[src/rsy_pkg.sv]
// Package for the rotate/scale YUV 4:2:0 address generator.
// Holds beat types, the pipeline record types, register codes and widths.
// No dependencies.
package rsy_pkg;

  localparam int COORD_W     = 12;
  localparam int DIM_W       = 13;
  localparam int STRIDE_W    = 15;
  localparam int PSTRIDE_W   = 2;
  localparam int ROT_W       = 2;
  localparam int PROD_W      = COORD_W + DIM_W;
  localparam int QUOT_W      = COORD_W;
  localparam int BIT_IDX_W   = $clog2(QUOT_W);
  localparam int IDX_SUM_W   = 24;
  localparam int LUMA_W      = 26;
  localparam int CHROMA_W    = 25;
  localparam int INDEX_W     = 26;
  localparam int CFG_DATA_W  = 15;
  localparam int CFG_INDEX_W = 3;
  localparam int MAX_DIM     = 4096;
  localparam int LUMA_PIXEL_STEP = 1;
  localparam int NSTG        = QUOT_W + 3;

  localparam logic [DIM_W-1:0]     SRC_WIDTH_RST  = DIM_W'(640);
  localparam logic [DIM_W-1:0]     SRC_HEIGHT_RST = DIM_W'(480);
  localparam logic [DIM_W-1:0]     OUT_WIDTH_RST  = DIM_W'(320);
  localparam logic [DIM_W-1:0]     OUT_HEIGHT_RST = DIM_W'(320);
  localparam logic [STRIDE_W-1:0]  LUMA_RS_RST    = STRIDE_W'(640);
  localparam logic [STRIDE_W-1:0]  CHROMA_RS_RST  = STRIDE_W'(320);
  localparam logic [PSTRIDE_W-1:0] CHROMA_PS_RST  = PSTRIDE_W'(1);

  typedef enum logic [ROT_W-1:0] {
    ROT_0   = 2'd0,
    ROT_90  = 2'd1,
    ROT_180 = 2'd2,
    ROT_270 = 2'd3
  } rot_e;

  typedef enum logic [CFG_INDEX_W-1:0] {
    REG_SRC_WIDTH      = 3'd0,
    REG_SRC_HEIGHT     = 3'd1,
    REG_ROTATION       = 3'd2,
    REG_OUT_WIDTH      = 3'd3,
    REG_OUT_HEIGHT     = 3'd4,
    REG_LUMA_ROW_STR   = 3'd5,
    REG_CHROMA_ROW_STR = 3'd6,
    REG_CHROMA_PIX_STR = 3'd7
  } cfg_reg_e;

  typedef struct packed {
    logic [COORD_W-1:0] out_x;
    logic [COORD_W-1:0] out_y;
  } in_beat_t;

  typedef struct packed {
    logic [LUMA_W-1:0]   luma_offset;
    logic [CHROMA_W-1:0] chroma_offset;
    logic [INDEX_W-1:0]  out_index;
  } out_beat_t;

  typedef struct packed {
    logic [DIM_W-1:0]     w;
    logic [DIM_W-1:0]     h;
    logic [DIM_W-1:0]     tw;
    logic [DIM_W-1:0]     th;
    rot_e                 rot;
    logic [STRIDE_W-1:0]  luma_row_stride;
    logic [STRIDE_W-1:0]  chroma_row_stride;
    logic [PSTRIDE_W-1:0] chroma_pixel_stride;
  } cfg_t;

  typedef struct packed {
    logic [COORD_W-1:0] ox;
    logic [PROD_W-1:0]  rem_x;
    logic [PROD_W-1:0]  rem_y;
    logic [QUOT_W-1:0]  q_x;
    logic [QUOT_W-1:0]  q_y;
    logic               clamp_x;
    logic               clamp_y;
    logic [PROD_W-1:0]  idx;
  } div_t;

  typedef struct packed {
    logic [COORD_W-1:0]   sx;
    logic [COORD_W-1:0]   sy;
    logic [IDX_SUM_W-1:0] idx_sum;
  } map_t;

  function automatic logic [DIM_W-1:0] eff_dim(input logic [DIM_W-1:0] d);
    logic [DIM_W-1:0] r;
    if (d == '0) begin
      r = DIM_W'(1);
    end else if (d > DIM_W'(MAX_DIM)) begin
      r = DIM_W'(MAX_DIM);
    end else begin
      r = d;
    end
    return r;
  endfunction

  function automatic logic rot_swaps(input rot_e rot);
    return (rot == ROT_90) || (rot == ROT_270);
  endfunction

endpackage

[src/rotate_scale_yuv420_address_gen_top.sv]
// Rotated nearest-neighbour resize address generator for a YUV 4:2:0 frame.
// One output pixel coordinate enters per clock unless pix_stall is high, and its
// luma offset, shared chroma offset and RGB byte index leave the output register,
// one beat per clock while not held. The depth is set by the restoring divider
// that forms floor(out * rotated_size / target_size): twelve stages, one
// quotient bit per stage for each coordinate, behind one product stage and
// ahead of a mapping stage and the output register. Bubbles collapse, so a
// stalled output only holds the pipeline once every stage is full.
// Write configuration only when no beat is in flight; the block does not enforce it.
// Depends on rsy_pkg, rsy_scale, rsy_div_stage and rsy_map.
module rotate_scale_yuv420_address_gen_top (
  input  logic                            clk,
  input  logic                            rst,
  input  logic                            cfg_we,
  input  logic [rsy_pkg::CFG_INDEX_W-1:0] cfg_index,
  input  logic [rsy_pkg::CFG_DATA_W-1:0]  cfg_data,
  input  logic                            pix_valid,
  output logic                            pix_stall,
  input  rsy_pkg::in_beat_t               pix,
  output logic                            addr_valid,
  input  logic                            addr_stall,
  output rsy_pkg::out_beat_t              addr
);
  import rsy_pkg::*;

  logic [DIM_W-1:0]     src_width;
  logic [DIM_W-1:0]     src_height;
  rot_e                 rotation;
  logic [DIM_W-1:0]     out_width;
  logic [DIM_W-1:0]     out_height;
  logic [STRIDE_W-1:0]  luma_row_stride;
  logic [STRIDE_W-1:0]  chroma_row_stride;
  logic [PSTRIDE_W-1:0] chroma_pixel_stride;
  cfg_t                 cfg;

  logic [NSTG-1:0]      vld;
  logic [NSTG-1:0]      en;
  div_t                 dpipe [QUOT_W+1];

  always_ff @(posedge clk) begin
    if (rst) begin
      src_width           <= SRC_WIDTH_RST;
      src_height          <= SRC_HEIGHT_RST;
      rotation            <= ROT_0;
      out_width           <= OUT_WIDTH_RST;
      out_height          <= OUT_HEIGHT_RST;
      luma_row_stride     <= LUMA_RS_RST;
      chroma_row_stride   <= CHROMA_RS_RST;
      chroma_pixel_stride <= CHROMA_PS_RST;
    end else if (cfg_we) begin
      unique case (cfg_reg_e'(cfg_index))
        REG_SRC_WIDTH:      src_width           <= cfg_data[DIM_W-1:0];
        REG_SRC_HEIGHT:     src_height          <= cfg_data[DIM_W-1:0];
        REG_ROTATION:       rotation            <= rot_e'(cfg_data[ROT_W-1:0]);
        REG_OUT_WIDTH:      out_width           <= cfg_data[DIM_W-1:0];
        REG_OUT_HEIGHT:     out_height          <= cfg_data[DIM_W-1:0];
        REG_LUMA_ROW_STR:   luma_row_stride     <= cfg_data[STRIDE_W-1:0];
        REG_CHROMA_ROW_STR: chroma_row_stride   <= cfg_data[STRIDE_W-1:0];
        REG_CHROMA_PIX_STR: chroma_pixel_stride <= cfg_data[PSTRIDE_W-1:0];
        default: ;
      endcase
    end
  end

  always_comb begin
    cfg.w                   = eff_dim(src_width);
    cfg.h                   = eff_dim(src_height);
    cfg.tw                  = eff_dim(out_width);
    cfg.th                  = eff_dim(out_height);
    cfg.rot                 = rotation;
    cfg.luma_row_stride     = luma_row_stride;
    cfg.chroma_row_stride   = chroma_row_stride;
    cfg.chroma_pixel_stride = chroma_pixel_stride;
  end

  // a stage loads unless it and every stage after it are full and the output is held
  for (genvar s = 0; s < NSTG; s++) begin : g_en
    assign en[s] = !((&vld[NSTG-1:s]) && addr_stall);
  end

  assign pix_stall  = !en[0];
  assign addr_valid = vld[NSTG-1];

  rsy_scale u_scale (
    .clk        (clk),
    .rst        (rst),
    .en         (en[0]),
    .cfg        (cfg),
    .feed_valid (pix_valid),
    .feed       (pix),
    .valid      (vld[0]),
    .beat       (dpipe[0])
  );

  for (genvar k = 0; k < QUOT_W; k++) begin : g_div
    rsy_div_stage u_div (
      .clk        (clk),
      .rst        (rst),
      .en         (en[k+1]),
      .bit_idx    (BIT_IDX_W'(QUOT_W - 1 - k)),
      .cfg        (cfg),
      .feed_valid (vld[k]),
      .feed       (dpipe[k]),
      .valid      (vld[k+1]),
      .beat       (dpipe[k+1])
    );
  end

  rsy_map u_map (
    .clk        (clk),
    .rst        (rst),
    .en         (en[NSTG-1:NSTG-2]),
    .cfg        (cfg),
    .feed_valid (vld[QUOT_W]),
    .feed       (dpipe[QUOT_W]),
    .mid_valid  (vld[NSTG-2]),
    .valid      (vld[NSTG-1]),
    .beat       (addr)
  );

  a_accept_lands: assert property (@(posedge clk) disable iff (rst)
    pix_valid && !pix_stall |=> vld[0])
    else $error("accepted beat did not enter the first stage");

  a_no_stall_with_room: assert property (@(posedge clk) disable iff (rst)
    !vld[NSTG-1] |-> !pix_stall)
    else $error("input stalled while output stage empty");

  a_out_held: assert property (@(posedge clk) disable iff (rst)
    vld[NSTG-1] && addr_stall && (&vld) |-> pix_stall)
    else $error("input taken while every stage is full and output held");

endmodule

[src/rsy_scale.sv]
// Entry stage: products of output coordinates with rotated sizes, clamp flags
// and the RGB row product. Depends on rsy_pkg.
module rsy_scale (
  input  logic              clk,
  input  logic              rst,
  input  logic              en,
  input  rsy_pkg::cfg_t     cfg,
  input  logic              feed_valid,
  input  rsy_pkg::in_beat_t feed,
  output logic              valid,
  output rsy_pkg::div_t     beat
);
  import rsy_pkg::*;

  logic [DIM_W-1:0] rw;
  logic [DIM_W-1:0] rh;
  div_t             beat_next;

  always_comb begin
    rw = rot_swaps(cfg.rot) ? cfg.h : cfg.w;
    rh = rot_swaps(cfg.rot) ? cfg.w : cfg.h;
    beat_next.ox      = feed.out_x;
    beat_next.rem_x   = PROD_W'(feed.out_x) * PROD_W'(rw);
    beat_next.rem_y   = PROD_W'(feed.out_y) * PROD_W'(rh);
    beat_next.q_x     = '0;
    beat_next.q_y     = '0;
    beat_next.clamp_x = DIM_W'(feed.out_x) >= cfg.tw;
    beat_next.clamp_y = DIM_W'(feed.out_y) >= cfg.th;
    beat_next.idx     = PROD_W'(feed.out_y) * PROD_W'(cfg.tw);
  end

  always_ff @(posedge clk) begin
    if (rst) begin
      valid <= 1'b0;
    end else if (en) begin
      valid <= feed_valid;
    end
  end

  always_ff @(posedge clk) begin
    if (en) begin
      beat <= beat_next;
    end
  end

endmodule

[src/rsy_div_stage.sv]
// One restoring-division stage: settles one quotient bit for each coordinate.
// Depends on rsy_pkg.
module rsy_div_stage (
  input  logic                          clk,
  input  logic                          rst,
  input  logic                          en,
  input  logic [rsy_pkg::BIT_IDX_W-1:0] bit_idx,
  input  rsy_pkg::cfg_t                 cfg,
  input  logic                          feed_valid,
  input  rsy_pkg::div_t                 feed,
  output logic                          valid,
  output rsy_pkg::div_t                 beat
);
  import rsy_pkg::*;

  logic [PROD_W-1:0] dsh_x;
  logic [PROD_W-1:0] dsh_y;
  div_t              beat_next;

  always_comb begin
    dsh_x     = PROD_W'(cfg.tw) << bit_idx;
    dsh_y     = PROD_W'(cfg.th) << bit_idx;
    beat_next = feed;
    if (feed.rem_x >= dsh_x) begin
      beat_next.rem_x        = feed.rem_x - dsh_x;
      beat_next.q_x[bit_idx] = 1'b1;
    end
    if (feed.rem_y >= dsh_y) begin
      beat_next.rem_y        = feed.rem_y - dsh_y;
      beat_next.q_y[bit_idx] = 1'b1;
    end
  end

  always_ff @(posedge clk) begin
    if (rst) begin
      valid <= 1'b0;
    end else if (en) begin
      valid <= feed_valid;
    end
  end

  always_ff @(posedge clk) begin
    if (en) begin
      beat <= beat_next;
    end
  end

  a_rem_x_bound: assert property (@(posedge clk) disable iff (rst)
    valid && !beat.clamp_x |-> beat.rem_x < dsh_x)
    else $error("x remainder not below shifted divisor");

  a_rem_y_bound: assert property (@(posedge clk) disable iff (rst)
    valid && !beat.clamp_y |-> beat.rem_y < dsh_y)
    else $error("y remainder not below shifted divisor");

endmodule

[src/rsy_map.sv]
// Back end: clamp, map rotated coordinates to source, then form the luma,
// chroma and RGB byte offsets into the output register. Depends on rsy_pkg.
module rsy_map (
  input  logic               clk,
  input  logic               rst,
  input  logic [1:0]         en,
  input  rsy_pkg::cfg_t      cfg,
  input  logic               feed_valid,
  input  rsy_pkg::div_t      feed,
  output logic               mid_valid,
  output logic               valid,
  output rsy_pkg::out_beat_t beat
);
  import rsy_pkg::*;

  logic [DIM_W-1:0]    rw_m1;
  logic [DIM_W-1:0]    rh_m1;
  logic [DIM_W-1:0]    w_m1;
  logic [DIM_W-1:0]    h_m1;
  logic [COORD_W-1:0]  rx;
  logic [COORD_W-1:0]  ry;
  map_t                mid;
  map_t                mid_next;
  logic [LUMA_W:0]     luma_prod;
  logic [LUMA_W-1:0]   chroma_prod;
  logic [DIM_W-1:0]    chroma_pix;
  out_beat_t           beat_next;

  always_comb begin
    rw_m1 = (rot_swaps(cfg.rot) ? cfg.h : cfg.w) - DIM_W'(1);
    rh_m1 = (rot_swaps(cfg.rot) ? cfg.w : cfg.h) - DIM_W'(1);
    w_m1  = cfg.w - DIM_W'(1);
    h_m1  = cfg.h - DIM_W'(1);
    rx    = feed.clamp_x ? rw_m1[COORD_W-1:0] : feed.q_x;
    ry    = feed.clamp_y ? rh_m1[COORD_W-1:0] : feed.q_y;
    unique case (cfg.rot)
      ROT_0: begin
        mid_next.sx = rx;
        mid_next.sy = ry;
      end
      ROT_90: begin
        mid_next.sx = ry;
        mid_next.sy = h_m1[COORD_W-1:0] - rx;
      end
      ROT_180: begin
        mid_next.sx = w_m1[COORD_W-1:0] - rx;
        mid_next.sy = h_m1[COORD_W-1:0] - ry;
      end
      ROT_270: begin
        mid_next.sx = w_m1[COORD_W-1:0] - ry;
        mid_next.sy = rx;
      end
      default: begin
        mid_next.sx = rx;
        mid_next.sy = ry;
      end
    endcase
    mid_next.idx_sum = IDX_SUM_W'(feed.idx + PROD_W'(feed.ox));
  end

  always_comb begin
    luma_prod   = (LUMA_W+1)'(mid.sy) * (LUMA_W+1)'(cfg.luma_row_stride);
    chroma_prod = LUMA_W'(mid.sy[COORD_W-1:1]) * LUMA_W'(cfg.chroma_row_stride);
    chroma_pix  = DIM_W'(mid.sx[COORD_W-1:1]) * DIM_W'(cfg.chroma_pixel_stride);
    beat_next.luma_offset   = luma_prod[LUMA_W-1:0]
                              + LUMA_W'(mid.sx) * LUMA_W'(LUMA_PIXEL_STEP);
    beat_next.chroma_offset = chroma_prod[CHROMA_W-1:0] + CHROMA_W'(chroma_pix);
    beat_next.out_index     = INDEX_W'({mid.idx_sum, 1'b0}) + INDEX_W'(mid.idx_sum);
  end

  always_ff @(posedge clk) begin
    if (rst) begin
      mid_valid <= 1'b0;
      valid     <= 1'b0;
    end else begin
      if (en[0]) begin
        mid_valid <= feed_valid;
      end
      if (en[1]) begin
        valid <= mid_valid;
      end
    end
  end

  always_ff @(posedge clk) begin
    if (en[0]) begin
      mid <= mid_next;
    end
    if (en[1]) begin
      beat <= beat_next;
    end
  end

  a_src_in_frame: assert property (@(posedge clk) disable iff (rst)
    mid_valid |-> (DIM_W'(mid.sx) < cfg.w) && (DIM_W'(mid.sy) < cfg.h))
    else $error("mapped source coordinate outside frame");

endmodule
[config.mk]
export PLATFORM = sky130hd
export DESIGN_NAME = rotate_scale_yuv420_address_gen_top
export DESIGN_NICKNAME = d
export VERILOG_FILES = /design/src/rsy_pkg.sv /design/src/rotate_scale_yuv420_address_gen_top.sv /design/src/rsy_scale.sv /design/src/rsy_div_stage.sv /design/src/rsy_map.sv
export SDC_FILE = /design/constraint.sdc
export NUM_CORES = 2
export LEC_CHECK = 0
export BUFFER_PORTS_ARGS = -buffer_cell sky130_fd_sc_hd__buf_2
export CAP_MARGIN = 40
export CORE_MARGIN = 2
export CORE_UTILIZATION = 35
export DETAILED_ROUTE_END_ITERATION = 7
export GPL_TIMING_DRIVEN = 0
export HOLD_SLACK_MARGIN = 0.05
export SYNTH_ARGS = -nofsm -noshare
export SYNTH_HDL_FRONTEND = slang
export SYNTH_HIERARCHICAL = 1
export SYNTH_SLANG_ARGS = --single-unit
[constraint.sdc]
create_clock -name clk -period 9.42 [get_ports clk]
set_input_delay 1.413 -clock clk [delete_from_list [all_inputs] [get_ports clk]]
set_output_delay 1.413 -clock clk [all_outputs]
set_load 0.05 [all_outputs]
==> out/qor.csv <==
metric;value;unit
failing checks;design-rule violations;
Routed wire per std cell;22.4;um
Final period util;76.3;%
Fin. Hold Viols;0;
slew at the pin closest to its max-slew limit;0.989;ns
detailed placement HPWL;362000;um
Pwr Density;313;mW/mm2
first-pass GRT wire length;678000;um
Final Worst Setup Slack;2.23;ns
core area;0.395;mm2
Die Area;0.401;mm2
Synth-to-Final Area Change;11.4;%
CP Cell Sequence;clkbuf_1, nor2b_1, mux2_2, clkbuf_1, nand2_1, fa_1, inv_1, fa_1, fa_1, fa_1, inv_1, fa_1, inv_1, ha_1, nand3_1, nor2_1, a21o_1, o21ai_0, o21bai_1, a31oi_1, xnor2_1;
Via Count;111000;
CP required;10.02;ns
Initial Util;35.1;%
Mapped Cells;14300;
met1 usage;30.1;%
Ports;126;
final wirelength;455000;um
DRC;2;
number of global-route vias before repair;106000;
HP Class;reg2reg;
layout cell share with drive strength beyond 1;9.92;%
Routed Antenna Nets;0;
largest net degree at the start of global routing;79;
CP Buf/Inv Count;5;
RD Place Congestion;0.950;
Yosys warning count;6;
family with the most delay on the worst path;adder cells;
Max Slew Vio Count;0;
Startpoint Class;register;
Core Util, Final;39.1;%
Mapped Avg Cell Area;9.68;um2
Num CTS Buffers;182;
clock root cell;clkbuf_16;
Max clock buf depth;4;
Pre-antenna DRT Iters;8;
M3 GR Usage;3.22;%
Hold Buf Count CTS;0;
final hold slack;0.348;ns
Clock Sinks;1608;
GR Util met2;35.7;%
Final Instance Count excl. Fillers;20300;
Final Power;48400;uW
initial drt markers;10600;
Top cell by count, worst path;fa_1;
VDD IR max;0.146;mV
Post CTS Setup Buffer Count;0;
fin nets;16600;
clock skew;0.0778;ns
port buffer count;123;
placed instance count;19900;
clock slew at reported path FFs;0.06;ns
Critical Path Max Stage Delay;0.74;ns
max_slew headroom;33.9;%
clock latency on the worst-skew pair;0.89;ns
crit path DAT;7.79;ns
RSZ-0062 raised after global routing;false;
dpl ws;2.16;ns
leakage;0.0647;uW
CTS tree;built;
Setup crit end kind;register;
status;finished with violations;
Tot GR Track Use;22.1;%
setup violators final;0;
Setup Crit Path Kind;reg2reg;
post-CTS sizing;0;
CP max-delay cell;nor2b_1;
H-tree levels;4;
max cap viols;0;
Max Freq;139;MHz
vias per std cell;5.47;
Die Ht;633;um
Post-Synthesis Cell Area;0.139;mm2
CP max FO;10;
minimum clock period after layout;7.19;ns
initial antenna violation count;40;
layer with the highest usage;met2;
# rows;231;
Die W;633;um
total grt overflow;0;
==> cells in the final DEF (no fill, tap or decap), types with 413 or more instances in the layout <==
| master | n |
|---|---|
| mux2i_1 | 462 |
| a21o_1 | 413 |
| and2_1 | 415 |
| nand2_1 | 1650 |
| ha_1 | 1053 |
| fa_1 | 633 |
| nor2_1 | 900 |
| inv_1 | 1119 |
| edfxtp_1 | 1507 |
| clkbuf_1 | 524 |
| o21ai_0 | 619 |
| a21oi_1 | 1042 |
==> layer usage <==
layer | vias to the layer above | routed length (um)
met2 | 4393 | 207000
met1 | 53700 | 196000
met5 | - | 80
li1 | 51700 | -
met3 | 883 | 33500
met4 | 14 | 17300
==> final timing paths <==
check / start / to / slack [ns] / cells after the start
worst max-delay path: src_width[12]$_SDFFE_PP0P_ / u_scale/beat[70]$_DFFE_PP_ / 2.23 / 21
worst min-delay path: g_div[3].u_div/beat[10]$_DFFE_PP_ / g_div[4].u_div/beat[10]$_DFFE_PP_ / 0.35 / 0
worst max register to register: src_width[12]$_SDFFE_PP0P_ / u_scale/beat[70]$_DFFE_PP_ / 2.23 / 21
worst min register to register: g_div[3].u_div/beat[10]$_DFFE_PP_ / g_div[4].u_div/beat[10]$_DFFE_PP_ / 0.35 / 0
==> registers in the layout, summed over array words and instances, names as in the netlist, 15 cells and up <==
register	cells
chroma_row_stride	15
g_div.u_div/beat	1294
luma_row_stride	15
u_map/beat	77
u_map/mid	48
u_scale/beat	88
==> report_power, final <==
part           total (uW)  switching, uW  internal [uW]
Sequential          13300           1780          11500
Combinational       27800          16700          11100
Clock                7250           3090           4160
==> stage by stage <==
| step | TNS [ns] | area, um2 |
|---|---|---|
| 6_report | 0 | 154000 |
| 5_1_grt | 0 | 154000 |
| 4_1_cts | 0 | 154000 |
| 3_5_place_dp | 0 | 148000 |
| 3_3_place_gp | -1711.59 | 146000 |
| 2_1_floorplan | 0 | 139000 |
==> cell type report <==
type                            instances  area [um2]
Buffer                                744        3460
Timing Repair Buffer                  215        2410
Clock inverter                        109        1160
Clock buffer                          219        4840
Fill cell                           39200      241000
Antenna cell                           17        42.5
Sequential cell                      1608       47300
Inverter                             1145        4310
Tap cell                             5242        6560
Multi-Input combinational cell      11000       84300
No activity file was read; power rests on OpenSTA's default activity.
